## config.mk

```make
export PLATFORM = sky130hd
export DESIGN_NAME = nfas_out_stage
export DESIGN_NICKNAME = d
export VERILOG_FILES = /design/src/rtl/nfa_active_set_stepper_unit_defines.svh /design/src/rtl/nfas_pkg.sv /design/src/rtl/nfas_out_stage.sv
export SDC_FILE = /design/constraint.sdc
export NUM_CORES = 1
export LEC_CHECK = 0
export BUFFER_PORTS_ARGS = -buffer_cell sky130_fd_sc_hd__buf_2
export CORE_ASPECT_RATIO = 0.7
export CORE_MARGIN = 10
export CORE_UTILIZATION = 43
export CTS_CLUSTER_SIZE = 40
export DETAILED_ROUTE_END_ITERATION = 16
export HOLD_SLACK_MARGIN = 0.05
export PLACE_DENSITY = 0.77
export SLEW_MARGIN = 20
export SYNTH_ARGS = -nofsm -noshare
export SYNTH_HDL_FRONTEND = slang
export SYNTH_SLANG_ARGS = --single-unit
```

## constraint.sdc

```tcl
create_clock -name clk -period 2.6 [get_ports clk]
set_input_delay 0.26 -clock clk [delete_from_list [all_inputs] [get_ports clk]]
set_output_delay 0.26 -clock clk [all_outputs]
set_load 0.02 [all_outputs]
```

## src/rtl/nfa_active_set_stepper_unit_defines.svh

```systemverilog
`ifndef NFA_ACTIVE_SET_STEPPER_UNIT_DEFINES_SVH
`define NFA_ACTIVE_SET_STEPPER_UNIT_DEFINES_SVH

// same-cycle implication
`define NFAS_ASSERT_NOW(lbl, clk_i, rstn_i, ante, cons, msg) \
  lbl: assert property (@(posedge clk_i) disable iff (!rstn_i) (ante) |-> (cons)) \
    else $error(msg);

// next-cycle implication
`define NFAS_ASSERT_NEXT(lbl, clk_i, rstn_i, ante, cons, msg) \
  lbl: assert property (@(posedge clk_i) disable iff (!rstn_i) (ante) |=> (cons)) \
    else $error(msg);

`endif

```

## src/rtl/nfas_pkg.sv

```systemverilog
package nfas_pkg;

  localparam int DATA_W   = 64;
  localparam int OPC_W    = 3;
  localparam int SYM_IN_W = 5;
  localparam int NODE_W   = 6;
  localparam int HCNT_W   = 7;

  localparam int NODE_COUNT_DEF    = 64;
  localparam int SYMBOL_COUNT_DEF  = 32;
  localparam int HISTORY_DEPTH_DEF = 64;

  typedef enum logic [OPC_W-1:0] {
    OP_STEP     = 3'd0,
    OP_UNDO     = 3'd1,
    OP_RESTART  = 3'd2,
    OP_ADD_EDGE = 3'd3,
    OP_SET_TERM = 3'd4
  } op_t;

  typedef enum logic [2:0] {
    ST_CLEAR,
    ST_IDLE,
    ST_SCAN,
    ST_DRAIN,
    ST_EDGE,
    ST_UNDO,
    ST_FINISH
  } st_t;

  typedef struct packed {
    logic [DATA_W-1:0] active;
    logic [DATA_W-1:0] terminal;
    logic              undo_ignored;
    logic [HCNT_W-1:0] history_count;
  } res_t;

endpackage

```

## src/rtl/nfas_out_stage.sv

```systemverilog
module nfas_out_stage import nfas_pkg::*; (
  input  logic              clk,
  input  logic              rst_n,
  input  logic              ld,
  input  res_t              res,
  output logic              can_ld,
  output logic              out_valid,
  input  logic              out_ready,
  output logic [DATA_W-1:0] out_active_mask,
  output logic              out_unique_terminal,
  output logic [NODE_W-1:0] out_lowest_active,
  output logic              out_none_active,
  output logic              out_undo_ignored,
  output logic [HCNT_W-1:0] out_history_count
);

  logic              valid_r, valid_nxt;
  logic [DATA_W-1:0] mask_r;
  logic              uniq_r, none_r, ign_r;
  logic [NODE_W-1:0] low_r;
  logic [HCNT_W-1:0] hcnt_r;

  logic [DATA_W-1:0] act_term;
  logic [DATA_W-1:0] low_oh;
  logic              uniq_c;
  logic [NODE_W-1:0] low_c;

  assign can_ld = !valid_r || out_ready;

  always_comb begin
    valid_nxt = valid_r;
    if (ld) begin
      valid_nxt = 1'b1;
    end else if (out_ready) begin
      valid_nxt = 1'b0;
    end
  end

  // one active terminal: nonzero and a power of two
  always_comb begin
    act_term = res.active & res.terminal;
    uniq_c   = (act_term != '0) && ((act_term & (act_term - 1'b1)) == '0);
    low_oh   = res.active & (~res.active + 1'b1);
    low_c    = '0;
    for (int i = 0; i < DATA_W; i++) begin
      if (low_oh[i]) begin
        low_c = low_c | NODE_W'(i);
      end
    end
  end

  always_ff @(posedge clk) begin
    if (!rst_n) begin
      valid_r <= 1'b0;
    end else begin
      valid_r <= valid_nxt;
    end
  end

  always_ff @(posedge clk) begin
    if (ld) begin
      mask_r <= res.active;
      uniq_r <= uniq_c;
      low_r  <= low_c;
      none_r <= (res.active == '0);
      ign_r  <= res.undo_ignored;
      hcnt_r <= res.history_count;
    end
  end

  assign out_valid           = valid_r;
  assign out_active_mask     = mask_r;
  assign out_unique_terminal = uniq_r;
  assign out_lowest_active   = low_r;
  assign out_none_active     = none_r;
  assign out_undo_ignored    = ign_r;
  assign out_history_count   = hcnt_r;

endmodule

```

==> results of run 1 <==
==> sequential cells by signal, summed over array words and instances, names as in the netlist <==
signal               cells
out_history_count        7
out_undo_ignored         1
out_active_mask         64
out_valid                1
out_lowest_active        6
out_none_active          1
out_unique_terminal      1
==> power groups by stage <==
| stage | combinational, mW | sequential (mW) | clock [mW] |
|---|---|---|---|
| 3_3_place_gp | 0.858 | 1.59 | 0 |
| 4_1_cts | 0.866 | 1.57 | 1.38 |
| 2_1_floorplan | 0.206 | 1.73 | 0 |
| 5_1_grt | 0.943 | 1.58 | 1.43 |
| 6_report | 0.885 | 1.57 | 1.37 |
| 3_5_place_dp | 0.862 | 1.60 | 0 |
==> cell families (layout without fill, tap and decap cells) <==
logic type	after synthesis	in the layout	synth area share, %
AO/OA/AOI/OAI	140	140	20.2
AND/OR/NAND/NOR	251	251	28.0
buffers and inverters	24	361	2.25
flip-flops	81	81	49.6
==> metal layers <==
layer | global-route usage (%) | routed length [um]
met5 | 0 | 0
met4 | 6.49 | 388
met3 | 8.61 | 2980
met2 | 39.6 | 9680
met1 | 38.1 | 9930
==> placed cells by master (no fill, tap or decap), types with 6 or more instances in the layout <==
master / Yosys / routed
sky130_fd_sc_hd__a21oi_1: 31 / 31
sky130_fd_sc_hd__a222oi_1: 13 / 13
sky130_fd_sc_hd__a22oi_1: 10 / 10
sky130_fd_sc_hd__a31oi_1: 18 / 18
sky130_fd_sc_hd__a32oi_1: 6 / 6
sky130_fd_sc_hd__and2_1: 7 / 7
sky130_fd_sc_hd__and3_1: 7 / 7
sky130_fd_sc_hd__buf_2: 1 / 220
sky130_fd_sc_hd__buf_4: 1 / 109
sky130_fd_sc_hd__clkbuf_16: 0 / 9
sky130_fd_sc_hd__edfxtp_1: 80 / 80
sky130_fd_sc_hd__inv_1: 15 / 15
sky130_fd_sc_hd__nand2_1: 72 / 72
sky130_fd_sc_hd__nand3_1: 19 / 19
sky130_fd_sc_hd__nand4_1: 27 / 27
sky130_fd_sc_hd__nor2_1: 39 / 39
sky130_fd_sc_hd__nor3_1: 18 / 18
sky130_fd_sc_hd__nor4_1: 17 / 16
sky130_fd_sc_hd__o21ai_0: 17 / 17
sky130_fd_sc_hd__or4_1: 7 / 7
==> final timing paths <==
kind,startpoint,end,slack [ps]
setup / recovery,res[72],out_lowest_active[0],80
hold / removal,res[7],out_undo_ignored,90
setup reg to reg,out_valid,out_valid,1900
hold reg to reg,out_valid,out_valid,550
==> final cells by class <==
class,instances,area share (%)
Tap cell,153,2.62
Clock buffer,10,3.28
Timing Repair Buffer,330,26.6
Inverter,15,0.772
Multi-Input combinational cell,391,32.6
Sequential cell,81,33.2
Clock inverter,6,0.995
==> repair_timing <==
action / CTS / global route
setup buffers: 0 / 1
setup endpoints to repair: 0 / 7
resized for setup: 0 / 3
==> per-stage QoR <==
step	worst slack (ps)	util, %	instances	power [mW]	TNS [ps]
after floorplan	36.9	-	496	1.94	0
after global placement	-212	63.0	969	2.45	-922
after detailed placement	-241	63.0	969	2.46	-1370
after CTS	112	65.8	985	3.82	0
after global routing	7.81	66.0	986	3.95	0
final	79.4	66.0	986	3.82	0
==> run summary, run 1 <==
In this run the power spent charging and discharging nets is 1.16 mW. Number of enable flip-flop cells after synthesis: 80. The tools report the number of global-route vias before repair as 5874. Setup repair after global routing left no endpoint under its margin.

The tools report the max capacitance violation total as 0. Setup violations remaining at the end of the flow were counted as 0. The die covers 16100 um^2. The critical path goes through buf_2 > buf_4 > or4_1 > nor4_1 > buf_4 > nand4_1 > nor4b_1 > nand3b_1 > and4b_1 > nand4_1. The synthesized design contains 81 register bits. The layout has 945 filler cells.

The number of different library cells in the post-synthesis netlist was 59; the actual transition at the worst max-transition pin was 632 ps. For the worst-skew pair, the clock arrives at the later sink with an insertion delay of 340 ps. The maximum number of pins on one net before global-route repair is 44. The smallest clock period supported by the final layout is computed as 2520 ps. Across the whole layout, storage elements account for 2420 um^2. The tools report the worst clock skew as 0 ps.

CTS placed an instance of sky130_fd_sc_hd__clkbuf_16 at the clock tree root. The total wire length after detailed routing was 23000 um; the sequential power share was 41.1%. For this run, the leading register cell type out of synthesis is sky130_fd_sc_hd__edfxtp_1.

The cell-internal power was 2.66 mW. In the post-synthesis netlist, the cell with the most instances is sky130_fd_sc_hd__edfxtp_1. The logs give 3 for the deepest level of the CTS H-tree and 4890 um^2 for the post-synthesis instance area. Compared with the post-synthesis result, the final layout area differs by 49.2%. The number of max-slew violations in the final report is 0.

The final critical path takes up 96.9% of the cycle. The number of endpoints with negative hold slack in the final report was 0; the final antenna diode count was 0. The worst setup path is launched from an input pin. The total grt overflow is 0. The logs give 2800 ps for the worst endpoint required time and 23.2% for the logic gate share of total power. The via-per-instance ratio came out at 6.19. For this run, the detailed router's first-pass iteration total came to 6. In this run the remaining antenna-violating nets after routing total 0. The fraction of layout instances using a drive strength above 1 works out to 42.9%.

The power per standard cell area was 524 nW/um^2; the timing-limited maximum frequency was 397 MHz. The number of buffers and inverters on the critical path is 3. Data arrives at the worst endpoint at 2720 ps. Once placement finished, the instance area stood at 6960 um^2. The instance count along the most critical hold path was 1; the cell area after layout was 7300 um^2. After clock tree synthesis, the clock-pin slew on the worst setup and hold paths is 60 ps. The switching part of the total was 30.2%; the final weighted congestion in routability-driven placement was 0.999.

Cell with the biggest individual delay on the critical path: sky130_fd_sc_hd__nor4b_1. The clock network is responsible for 35.7% of the overall power. The starting density of the core is 44.2%. Type of the setup path with the least slack: in2reg. Hold timing on the final database bottoms out at a slack of 93.4 ps. Of all nets on the critical path, the largest fanout is 5. The floorplan step set the die height to 109 um. The average size of a mapped cell works out to 9.86 um^2. The largest single stage delay on the critical path is 610 ps.

The number of buffers created by CTS was 9. For this block, the initial DRC count from the detailed router was 638. The number of antenna violations at the first check in global routing was 0; the post-synthesis instance total was 496. The area of the core is 11100 um^2. Hold buffer count at cts: 0. Ranked by instance count, the synthesized netlist is headed by 80 x sky130_fd_sc_hd__edfxtp_1, 72 x sky130_fd_sc_hd__nand2_1, 39 x sky130_fd_sc_hd__nor2_1. In this run the tightest slew margin relative to its limit is 57.3%. The run gives 27.1% as the global routing usage summed across all routing layers. The x dimension of the die was 147 um. Class of the worst hold path: in2reg. For this design the static power due to leakage is 3.16 nW. In the routed design, unresolved DRC markers number 0.

The area occupied by multi-input gates came out at 2370 um^2. For this run, the post-layout net count is 968. In this run the count of I/O pins placed on the die edge is 222. For the number of sinks handled by clock tree synthesis, the log shows 81. For the net count after synthesis, the log shows 636.

The run finished with clean final reports. For this run, the register share of the synthesized area comes to 49.6%. The kind of end point of the critical path is a flip-flop. The synthesized design spends more area on one cell type than any other, namely sky130_fd_sc_hd__edfxtp_1. Sorting the synthesized cells by area gives the leading types as sky130_fd_sc_hd__edfxtp_1 49%, sky130_fd_sc_hd__nand2_1 5.5%, sky130_fd_sc_hd__nand4_1 3.5%, sky130_fd_sc_hd__a21oi_1 3.2%, sky130_fd_sc_hd__nor2_1 3.0%.

Broken down by cell family, the worst path's largest delay share belongs to simple AND/OR/NAND/NOR gates. Counting cells, the worst reg-to-reg path comes to 2. Instance count on the critical path: 10. Counting flops with an async set or reset pin after synthesis yields a share of 0%. After legalization and detailed placement, the total HPWL measured 18900 um. The first global-routing pass estimated 33900 um of wire.

The clock passes through at most 2 buffers. In the final routed layout, each cell accounts on average for 23.3 um. In this run the biggest area consumer among cell types represents 49.1% of the synthesized area. The Yosys step of the flow raised 0 warnings. The number of buffers inserted by port buffering is 221.

Number of cell rows: 32. Detailed routing inserted a total of 6100 vias. TritonCTS built the clock tree. VDD sags by at most 421 uV.
Note: power is estimated with default switching activity, not from simulation.
==> run 2: changes to the inputs <==
--- a/config.mk
+++ b/config.mk
@@ -5,14 +5,15 @@
 export SDC_FILE = /design/constraint.sdc
 export NUM_CORES = 1
 export LEC_CHECK = 0
+export ABC_AREA = 1
 export BUFFER_PORTS_ARGS = -buffer_cell sky130_fd_sc_hd__buf_2
 export CORE_ASPECT_RATIO = 0.7
 export CORE_MARGIN = 10
-export CORE_UTILIZATION = 43
+export CORE_UTILIZATION = 47
 export CTS_CLUSTER_SIZE = 40
 export DETAILED_ROUTE_END_ITERATION = 16
 export HOLD_SLACK_MARGIN = 0.05
-export PLACE_DENSITY = 0.77
+export PLACE_DENSITY = 0.78
 export SLEW_MARGIN = 20
 export SYNTH_ARGS = -nofsm -noshare
 export SYNTH_HDL_FRONTEND = slang
==> constraint.sdc (replaced) <==
create_clock -name clk -period 2.6 [get_ports clk]
set_input_delay 0.26 -clock clk [delete_from_list [all_inputs] [get_ports clk]]
set_output_delay 0.26 -clock clk [all_outputs]
set_load 0.05 [all_outputs]
==> run 2 against run 1 <==
- flip-flop and latch count unchanged
- utilization down 5.8 points
- synthesized area up 35%
- final cell count up 50%
==> run summary, run 2 <==
The power per standard cell area was 501 nW/um^2; the post-synthesis instance area was 6610 um^2. Buffers inserted to repair hold after CTS numbered 0. The tightest hold path in the finished design has a slack of 82.8 ps. The final route contains 8196 vias. Before antenna repair, the detailed router went through 6 iterations. The share of synthesized area in the top cell type comes to 36.3%. Setup violations remaining at the end of the flow were counted as 0. The number of nets in the synthesized netlist is 1190. The clock-pin slew on the worst setup and hold paths came out at 80 ps. The post-synthesis to final-layout area growth was 25.9%. Met2 global-route usage: 41.3%. The total of flip-flops plus latches after synthesis is 81.

Before CTS, the worst setup slack after placement is 450 ps. The data arrival at the endpoint of the critical path was 2170 ps. Cell leakage power: 4.32 nW.

The number of clock buffers added by TritonCTS is 9. The first global-routing pass estimated 42700 um of wire. Counting every instance in the synthesized netlist gives 1050. The floorplan step defined a core boundary enclosing 13800 um^2. Setup repair after global routing left no endpoint under its margin. The number of buffers inserted by port buffering was 221.

The final core utilization came out at 60.2%. Cell type with the highest aggregate area in the netlist: sky130_fd_sc_hd__edfxtp_1. The number of global-route vias before repair is 7655. The DRC marker count from the first detailed-route iteration was 1017. For this run, design rule violations remaining after detail routing come to 0.

sky130_fd_sc_hd__nand2_1 is the most common cell in the netlist. The tools report the cell area after layout as 8320 um^2. Static timing analysis puts the maximum clock frequency at 516 MHz. For the number of endpoints with negative hold slack in the final report, the log shows 0. The top cell types in the final layout, fill and taps aside, are 353 x sky130_fd_sc_hd__nand2_1, 229 x sky130_fd_sc_hd__nor2_1, 220 x sky130_fd_sc_hd__buf_2. At the worst endpoint, the required time is 2830 ps.

Gates resized during post-CTS repair numbered 0. The run gives 24200 um as the half-perimeter wire length after placement. The run gives 662 ps as the minimum setup slack in the final design. The type of the setup path with the least slack is in2reg. Routability-driven placement finished with a final weighted congestion of 1.08. The die is 119 um tall. The tools report the total placed cells including tap cells as 1463. Across the run, the number of max-cap violations was 0. Post-synthesis async set-or-reset flop share: 0%. 222 I/O pins were placed. The worst-case register-to-register setup slack came out at 1940 ps. After layout, the worst path uses 74.5% of the clock period.

The minimum clock period after layout works out to 1940 ps. The H-tree was split into 3 levels. The design draws 4.17 mW. Number of antenna violations at the first check in global routing: 1. In the synthesized netlist the dominant register cell turns out to be sky130_fd_sc_hd__edfxtp_1.

In the routed layout, each cell is associated on average with a via count of 5.54. Ranked by total cell area, the synthesized netlist is headed by sky130_fd_sc_hd__edfxtp_1 36%, sky130_fd_sc_hd__nand2_1 20%, sky130_fd_sc_hd__nor2_1 13%, sky130_fd_sc_hd__inv_1 7.7%, sky130_fd_sc_hd__nand3_1 6.8%. For this run, the post-layout net count is 1424. The library cell used most frequently in the layout, excluding fill and tap cells, is sky130_fd_sc_hd__nand2_1.

Wires add up to 28400 um. After global routing, the most crowded layer is met2. Global routing consumed, over all layers together, 28.2% of the routing resources. Counting flops with a built-in enable in the synthesized netlist gives 80. The number of max-slew violations in the final report came out at 0. The flow ran to the end, and the final reports show no timing, DRC or antenna violations. Summed over all failing endpoints, the final setup total negative slack is 0 ps. The average size of a mapped cell works out to 6.30 um^2. Number of buffers on the longest clock path: 2.

Number of routed nets with antenna violations: 0. The share of the Yosys chip area taken by registers is 36.6%. The floorplan die area was 19300 um^2; the actual transition at the worst max-transition pin was 491 ps. The global-route met3 utilization is 9.70%, and the mean routed wirelength per cell is 19.2 um. The top fanout value on the critical path is 6. In this run the horizontal extent of the chip is 162 um. The clock reaches the later pin of the worst-skew pair after 350 ps.

The number of warnings reported in the yosys synthesis log was 0. The global routing usage on met1 was 38.8%. Global routing finished with a remaining overflow of 0.

The worst clock skew was 0 ps. The starting density of the core was 47.8%; the number of cell rows was 36. The relative slew slack is 67.0%, and the number of buffers inserted to repair setup after CTS is 0. The class of the worst hold path is in2reg. The post-detailed-placement cell area came out at 7990 um^2. Sorting the synthesized cells by how often they occur yields 353 x sky130_fd_sc_hd__nand2_1, 229 x sky130_fd_sc_hd__nor2_1, 135 x sky130_fd_sc_hd__inv_1. The finished layout holds 1480 standard cells, fillers aside. The maximum number of pins on one net before global-route repair is 52, and the number of flip-flops in the largest register is 64. For the number of different library cells in the post-synthesis netlist, the log shows 30. The worst setup path is captured at a flip-flop. The tools report the CTS root buffer as sky130_fd_sc_hd__clkbuf_16.

Across the VDD grid, the largest voltage drop is 312 uV. The number of sinks handled by clock tree synthesis was 81. TritonCTS built the clock tree.

STA classifies the critical path startpoint as an input pin. The fraction of layout instances using a drive strength above 1 was 21.3%.
[run 2: cell types whose count changed after synthesis, moves of 9 or more]
cell / delta
sky130_fd_sc_hd__nand2_1: +281
sky130_fd_sc_hd__nor2_1: +190
sky130_fd_sc_hd__inv_1: +120
sky130_fd_sc_hd__nand3_1: +71
sky130_fd_sc_hd__a21oi_1: -25
sky130_fd_sc_hd__a31oi_1: -18
sky130_fd_sc_hd__o21bai_1: +15
sky130_fd_sc_hd__a222oi_1: -13
sky130_fd_sc_hd__nand4_1: +13
sky130_fd_sc_hd__nor4_1: -11
sky130_fd_sc_hd__a22oi_1: -9
[run 2: report_power, final]
part | internal, mW | switching, mW | total, mW
combinational | 0.265 | 0.855 | 1.12
clock | 0.865 | 0.615 | 1.48
sequential | 1.54 | 0.0246 | 1.57
[run 2: critical path, cell delays in order]
cell                      delay (ps)
sky130_fd_sc_hd__buf_2           140
sky130_fd_sc_hd__nor2_1          150
sky130_fd_sc_hd__nand2_1         110
sky130_fd_sc_hd__nor2_2          250
sky130_fd_sc_hd__nand2_1         260
sky130_fd_sc_hd__nor3_4          330
sky130_fd_sc_hd__nand4_1         270
sky130_fd_sc_hd__nand2_1         150
sky130_fd_sc_hd__a21oi_1          50
sky130_fd_sc_hd__nand2_1          80
sky130_fd_sc_hd__nor2_1           50
sky130_fd_sc_hd__nand2_1          60
[run 2: worst paths after layout]
kind	cells after the start	end	from
max	12	out_lowest_active[2]	res[72]
min	1	out_history_count[4]	res[4]
max reg2reg	2	out_valid	out_valid
min reg2reg	2	out_valid	out_valid
[run 2: logic make-up (layout without fill, tap and decap cells)]
kind of cell	Yosys count	count (layout)	synth area share, %
AND/OR/NAND/NOR	783	783	51.2
buffers and inverters	142	381	8.06
flip-flops	81	81	36.6
AO/OA/AOI/OAI	44	44	4.12
other	0	1	0
[run 2: routing by layer]
| metal | part of all wire, % | vias to the layer above |
|---|---|---|
| met5 | 0 | - |
| li1 | - | 3858 |
| met1 | 42 | 3677 |
| met2 | 41 | 611 |
| met3 | 14 | 50 |
| met4 | 1.9 | 0 |
[run 2: area by class of cell]
class	count	area [um^2]
Fill cell	1418	5500
Multi-Input combinational cell	827	3660
Sequential cell	81	2420
Timing Repair Buffer	223	1140
Inverter	142	533
Tap cell	190	238
Clock buffer	9	225
Clock inverter	7	109
Antenna cell	1	2.50
==> run 3: changes to the inputs <==
--- a/config.mk
+++ b/config.mk
@@ -9,11 +9,11 @@
 export BUFFER_PORTS_ARGS = -buffer_cell sky130_fd_sc_hd__buf_2
 export CORE_ASPECT_RATIO = 0.7
 export CORE_MARGIN = 10
-export CORE_UTILIZATION = 47
+export CORE_UTILIZATION = 52
 export CTS_CLUSTER_SIZE = 40
 export DETAILED_ROUTE_END_ITERATION = 16
 export HOLD_SLACK_MARGIN = 0.05
-export PLACE_DENSITY = 0.78
+export PLACE_DENSITY = 0.82
 export SLEW_MARGIN = 20
 export SYNTH_ARGS = -nofsm -noshare
 export SYNTH_HDL_FRONTEND = slang
==> constraint.sdc (replaced) <==
create_clock -name clk -period 2 [get_ports clk]
set_input_delay 0.2 -clock clk [delete_from_list [all_inputs] [get_ports clk]]
set_output_delay 0.2 -clock clk [all_outputs]
set_load 0.05 [all_outputs]
==> run 3 against run 2 <==
- register-to-register slack worse by 650 ps
- non-clock buffer count is 47 higher
- final cell count is 1.3% higher
- via count is 4.4% higher
- first-iteration DRC count is 13% higher
- critical path depth stayed put
- clock-buffer cell count stayed put
- worst setup slack worse by 560 ps
- flip-flop and latch count stayed put
- worst hold slack worse by 33 ps
- final area is 4.4% higher
- clock skew stayed put
==> run summary, run 3 (synthesis gave the netlist of run 2 again) <==
The number of antenna violations at the first check in global routing came out at 1. The number of max-slew violations in the final report was 0; the met1 routed wirelength after detailed routing was 11600 um. TritonCTS built the clock tree.

The worst clock skew is 0 ps. The critical path's largest stage delay was 390 ps; the final weighted congestion in routability-driven placement was 1.08. The worst register-to-register path ends at out_valid. In this run the count of I/O pins placed on the die edge is 222. Actual transition at the worst max-transition pin: 512 ps.

The floorplan step set the die height to 114 um. The tools report the number of buffers inserted to repair setup after CTS as 0. The number of iterations in the first detailed-routing pass was 7; the number of buffers created by CTS was 9. The final core utilization came out at 69.9%. In this run the deepest clock path goes through 2 buffers. For the number of global-route vias before repair, the log shows 7974. Number of routed nets with antenna violations: 0. The class of the worst hold path was in2reg. The x dimension of the die was 155 um.

The slowest stage of the critical path is the sky130_fd_sc_hd__nor3_4 cell. Once detailed placement completed, the half-perimeter wirelength came to 24400 um. In this run the top signal layer used is met4.

The tree is rooted in a sky130_fd_sc_hd__clkbuf_16. The logs give 0 for the post-detailed-route DRC marker count and 65.9% for the relative slew slack. The post-synthesis to final-layout area growth was 31.4%. For the worst flop-to-flop path, the logic depth is 2.

The logs give 81 for the number of sinks handled by clock tree synthesis and 11800 um for the routed length on met2. The wire length of the first global-routing pass is 43300 um, and the count of endpoints failing setup in the final report is 0. The startpoint identified for the worst register-to-register timing path is out_valid. The run gives 350 ps as the clock latency reported for the late side of the worst-skew pair. Across the VDD grid, the largest voltage drop is 508 uV. Once layout is complete, the cells apart from fillers number 1499. The number of endpoints with negative hold slack in the final report was 0. The clock-pin slew on the worst setup and hold paths is 80 ps, and the data arrival at the endpoint of the critical path is 2110 ps. The via-per-instance ratio was 5.71; the maximum number of pins on one net before global-route repair was 41.

The worst setup path is of the in2reg kind. Across all layers, the routed design uses 8555 vias. For this configuration, the core starts out at a cell density of 53.2%. The tools report the max capacitance violation total as 0. The total placed cells including tap cells was 1474; the detailed route wirelength on metal3 was 4790 um.

The worst hold path startpoint was res[74]. The region available for standard cell placement spans 12400 um^2. The cell leakage power was 4.56 nW.

The number of flip-flops in the largest register is 64. After layout, the design draws a total of 5.64 mW. For the layout net count, the log shows 1471. The die covers 17700 um^2. Deepest level of the CTS H-tree: 3. Worst hold path endpoint: out_active_mask[2]. The tools report the kind of end point of the critical path as a flip-flop. The library cell used most frequently in the layout, excluding fill and tap cells, is sky130_fd_sc_hd__nand2_1. The minimum clock period after layout is 1890 ps, and the mean routed wirelength per cell is 19.4 um.

The DRC marker count from the first detailed-route iteration is 1146. The signal on the critical path passes through buf_2 > nor2_1 > nand2_1 > nor2_2 > nand2_2 > nor3_4 > nand3_1 > nand2_1 > nor2_1 > nand3b_1 > nor2_1 > nand2_1. The total overflow left after global routing is 0. In this run the worst path has a maximum fanout of 6. Global routing consumed, over all layers together, 31.4% of the routing resources. In the final timing run, aggregate negative setup slack is 0 ps. The share of the cycle needed by the critical path after routing came out at 94.7%.

In the final layout, the share of cells above drive strength 1 is 23.5%. The worst-case register-to-register setup slack is 1290 ps. For the worst setup path, the data required time is 2220 ps. For the total wire length after detailed routing, the log shows 29100 um. The run gives 34 as the number of cell rows. The worst setup path is launched from an input pin. In the layout the commonest cells are 352 x sky130_fd_sc_hd__nand2_1, 229 x sky130_fd_sc_hd__nor2_1, 220 x sky130_fd_sc_hd__buf_2. The minimum hold slack was 49.5 ps; the power per standard cell area was 649 nW/um^2. The number of buffers inserted by port buffering was 221. The instance count along the most critical hold path was 1. For this run, the top clock speed supported by timing is 528 MHz. The flow ran to the end, and the final reports show no timing, DRC or antenna violations. Setup repair after global routing left no endpoint under its margin.
==> run 3: metrics by stage <==
step	area (um^2)	worst slack, ps
3_3_place_gp	8250	-139
5_1_grt	8690	12.1
2_1_floorplan	6610	479
4_1_cts	8680	209
3_5_place_dp	8250	-146
6_report	8690	107
==> run 3: worst max path at each step <==
stage,startpoint,endpoint,depth (start not counted),slack [ps]
final,res[72],out_lowest_active[5],12,110
after global routing,res[72],out_lowest_active[5],12,10
after CTS,res[72],out_lowest_active[5],12,210
after detailed placement,res[72],out_lowest_active[2],12,-150
after global placement,res[72],out_lowest_active[3],13,-140
after floorplan,res[13],out_unique_terminal,12,480
==> run 3: critical path: cells and delay by family <==
family	cells	cell delay [ps]
buffers and inverters	1	140
AND/OR/NAND/NOR	11	1760
==> run 3: report_power, final <==
| group | switching (mW) | leakage [nW] | internal, mW |
|---|---|---|---|
| Clock | 0.819 | 0.176 | 1.25 |
| Sequential | 0.0333 | 0.789 | 2.01 |
| Combinational | 1.14 | 3.60 | 0.391 |
==> run 3: final cells by class <==
cell class,instances,area (um^2)
antenna,1,2.50
clock buffer,9,225
clock inverter,7,133
fill,1113,3730
inverter,142,533
multi-input combinational,827,3660
sequential,81,2420
tap,162,203
timing repair buffer,270,1510
==> run 3: timing repair <==
item | CTS | global route
hold endpoints to repair | 8 | 0
hold buffers | 8 | 0
gates resized for setup | 0 | 1
setup endpoints to repair | 0 | 1
==> run 3: per-layer routing <==
metal  GRT usage (%)  vias to the layer above
li1                -                     3963
met1            41.7                     3814
met2            45.3                      695
met3            13.7                       83
met4            8.85                        0
met5               0                        -
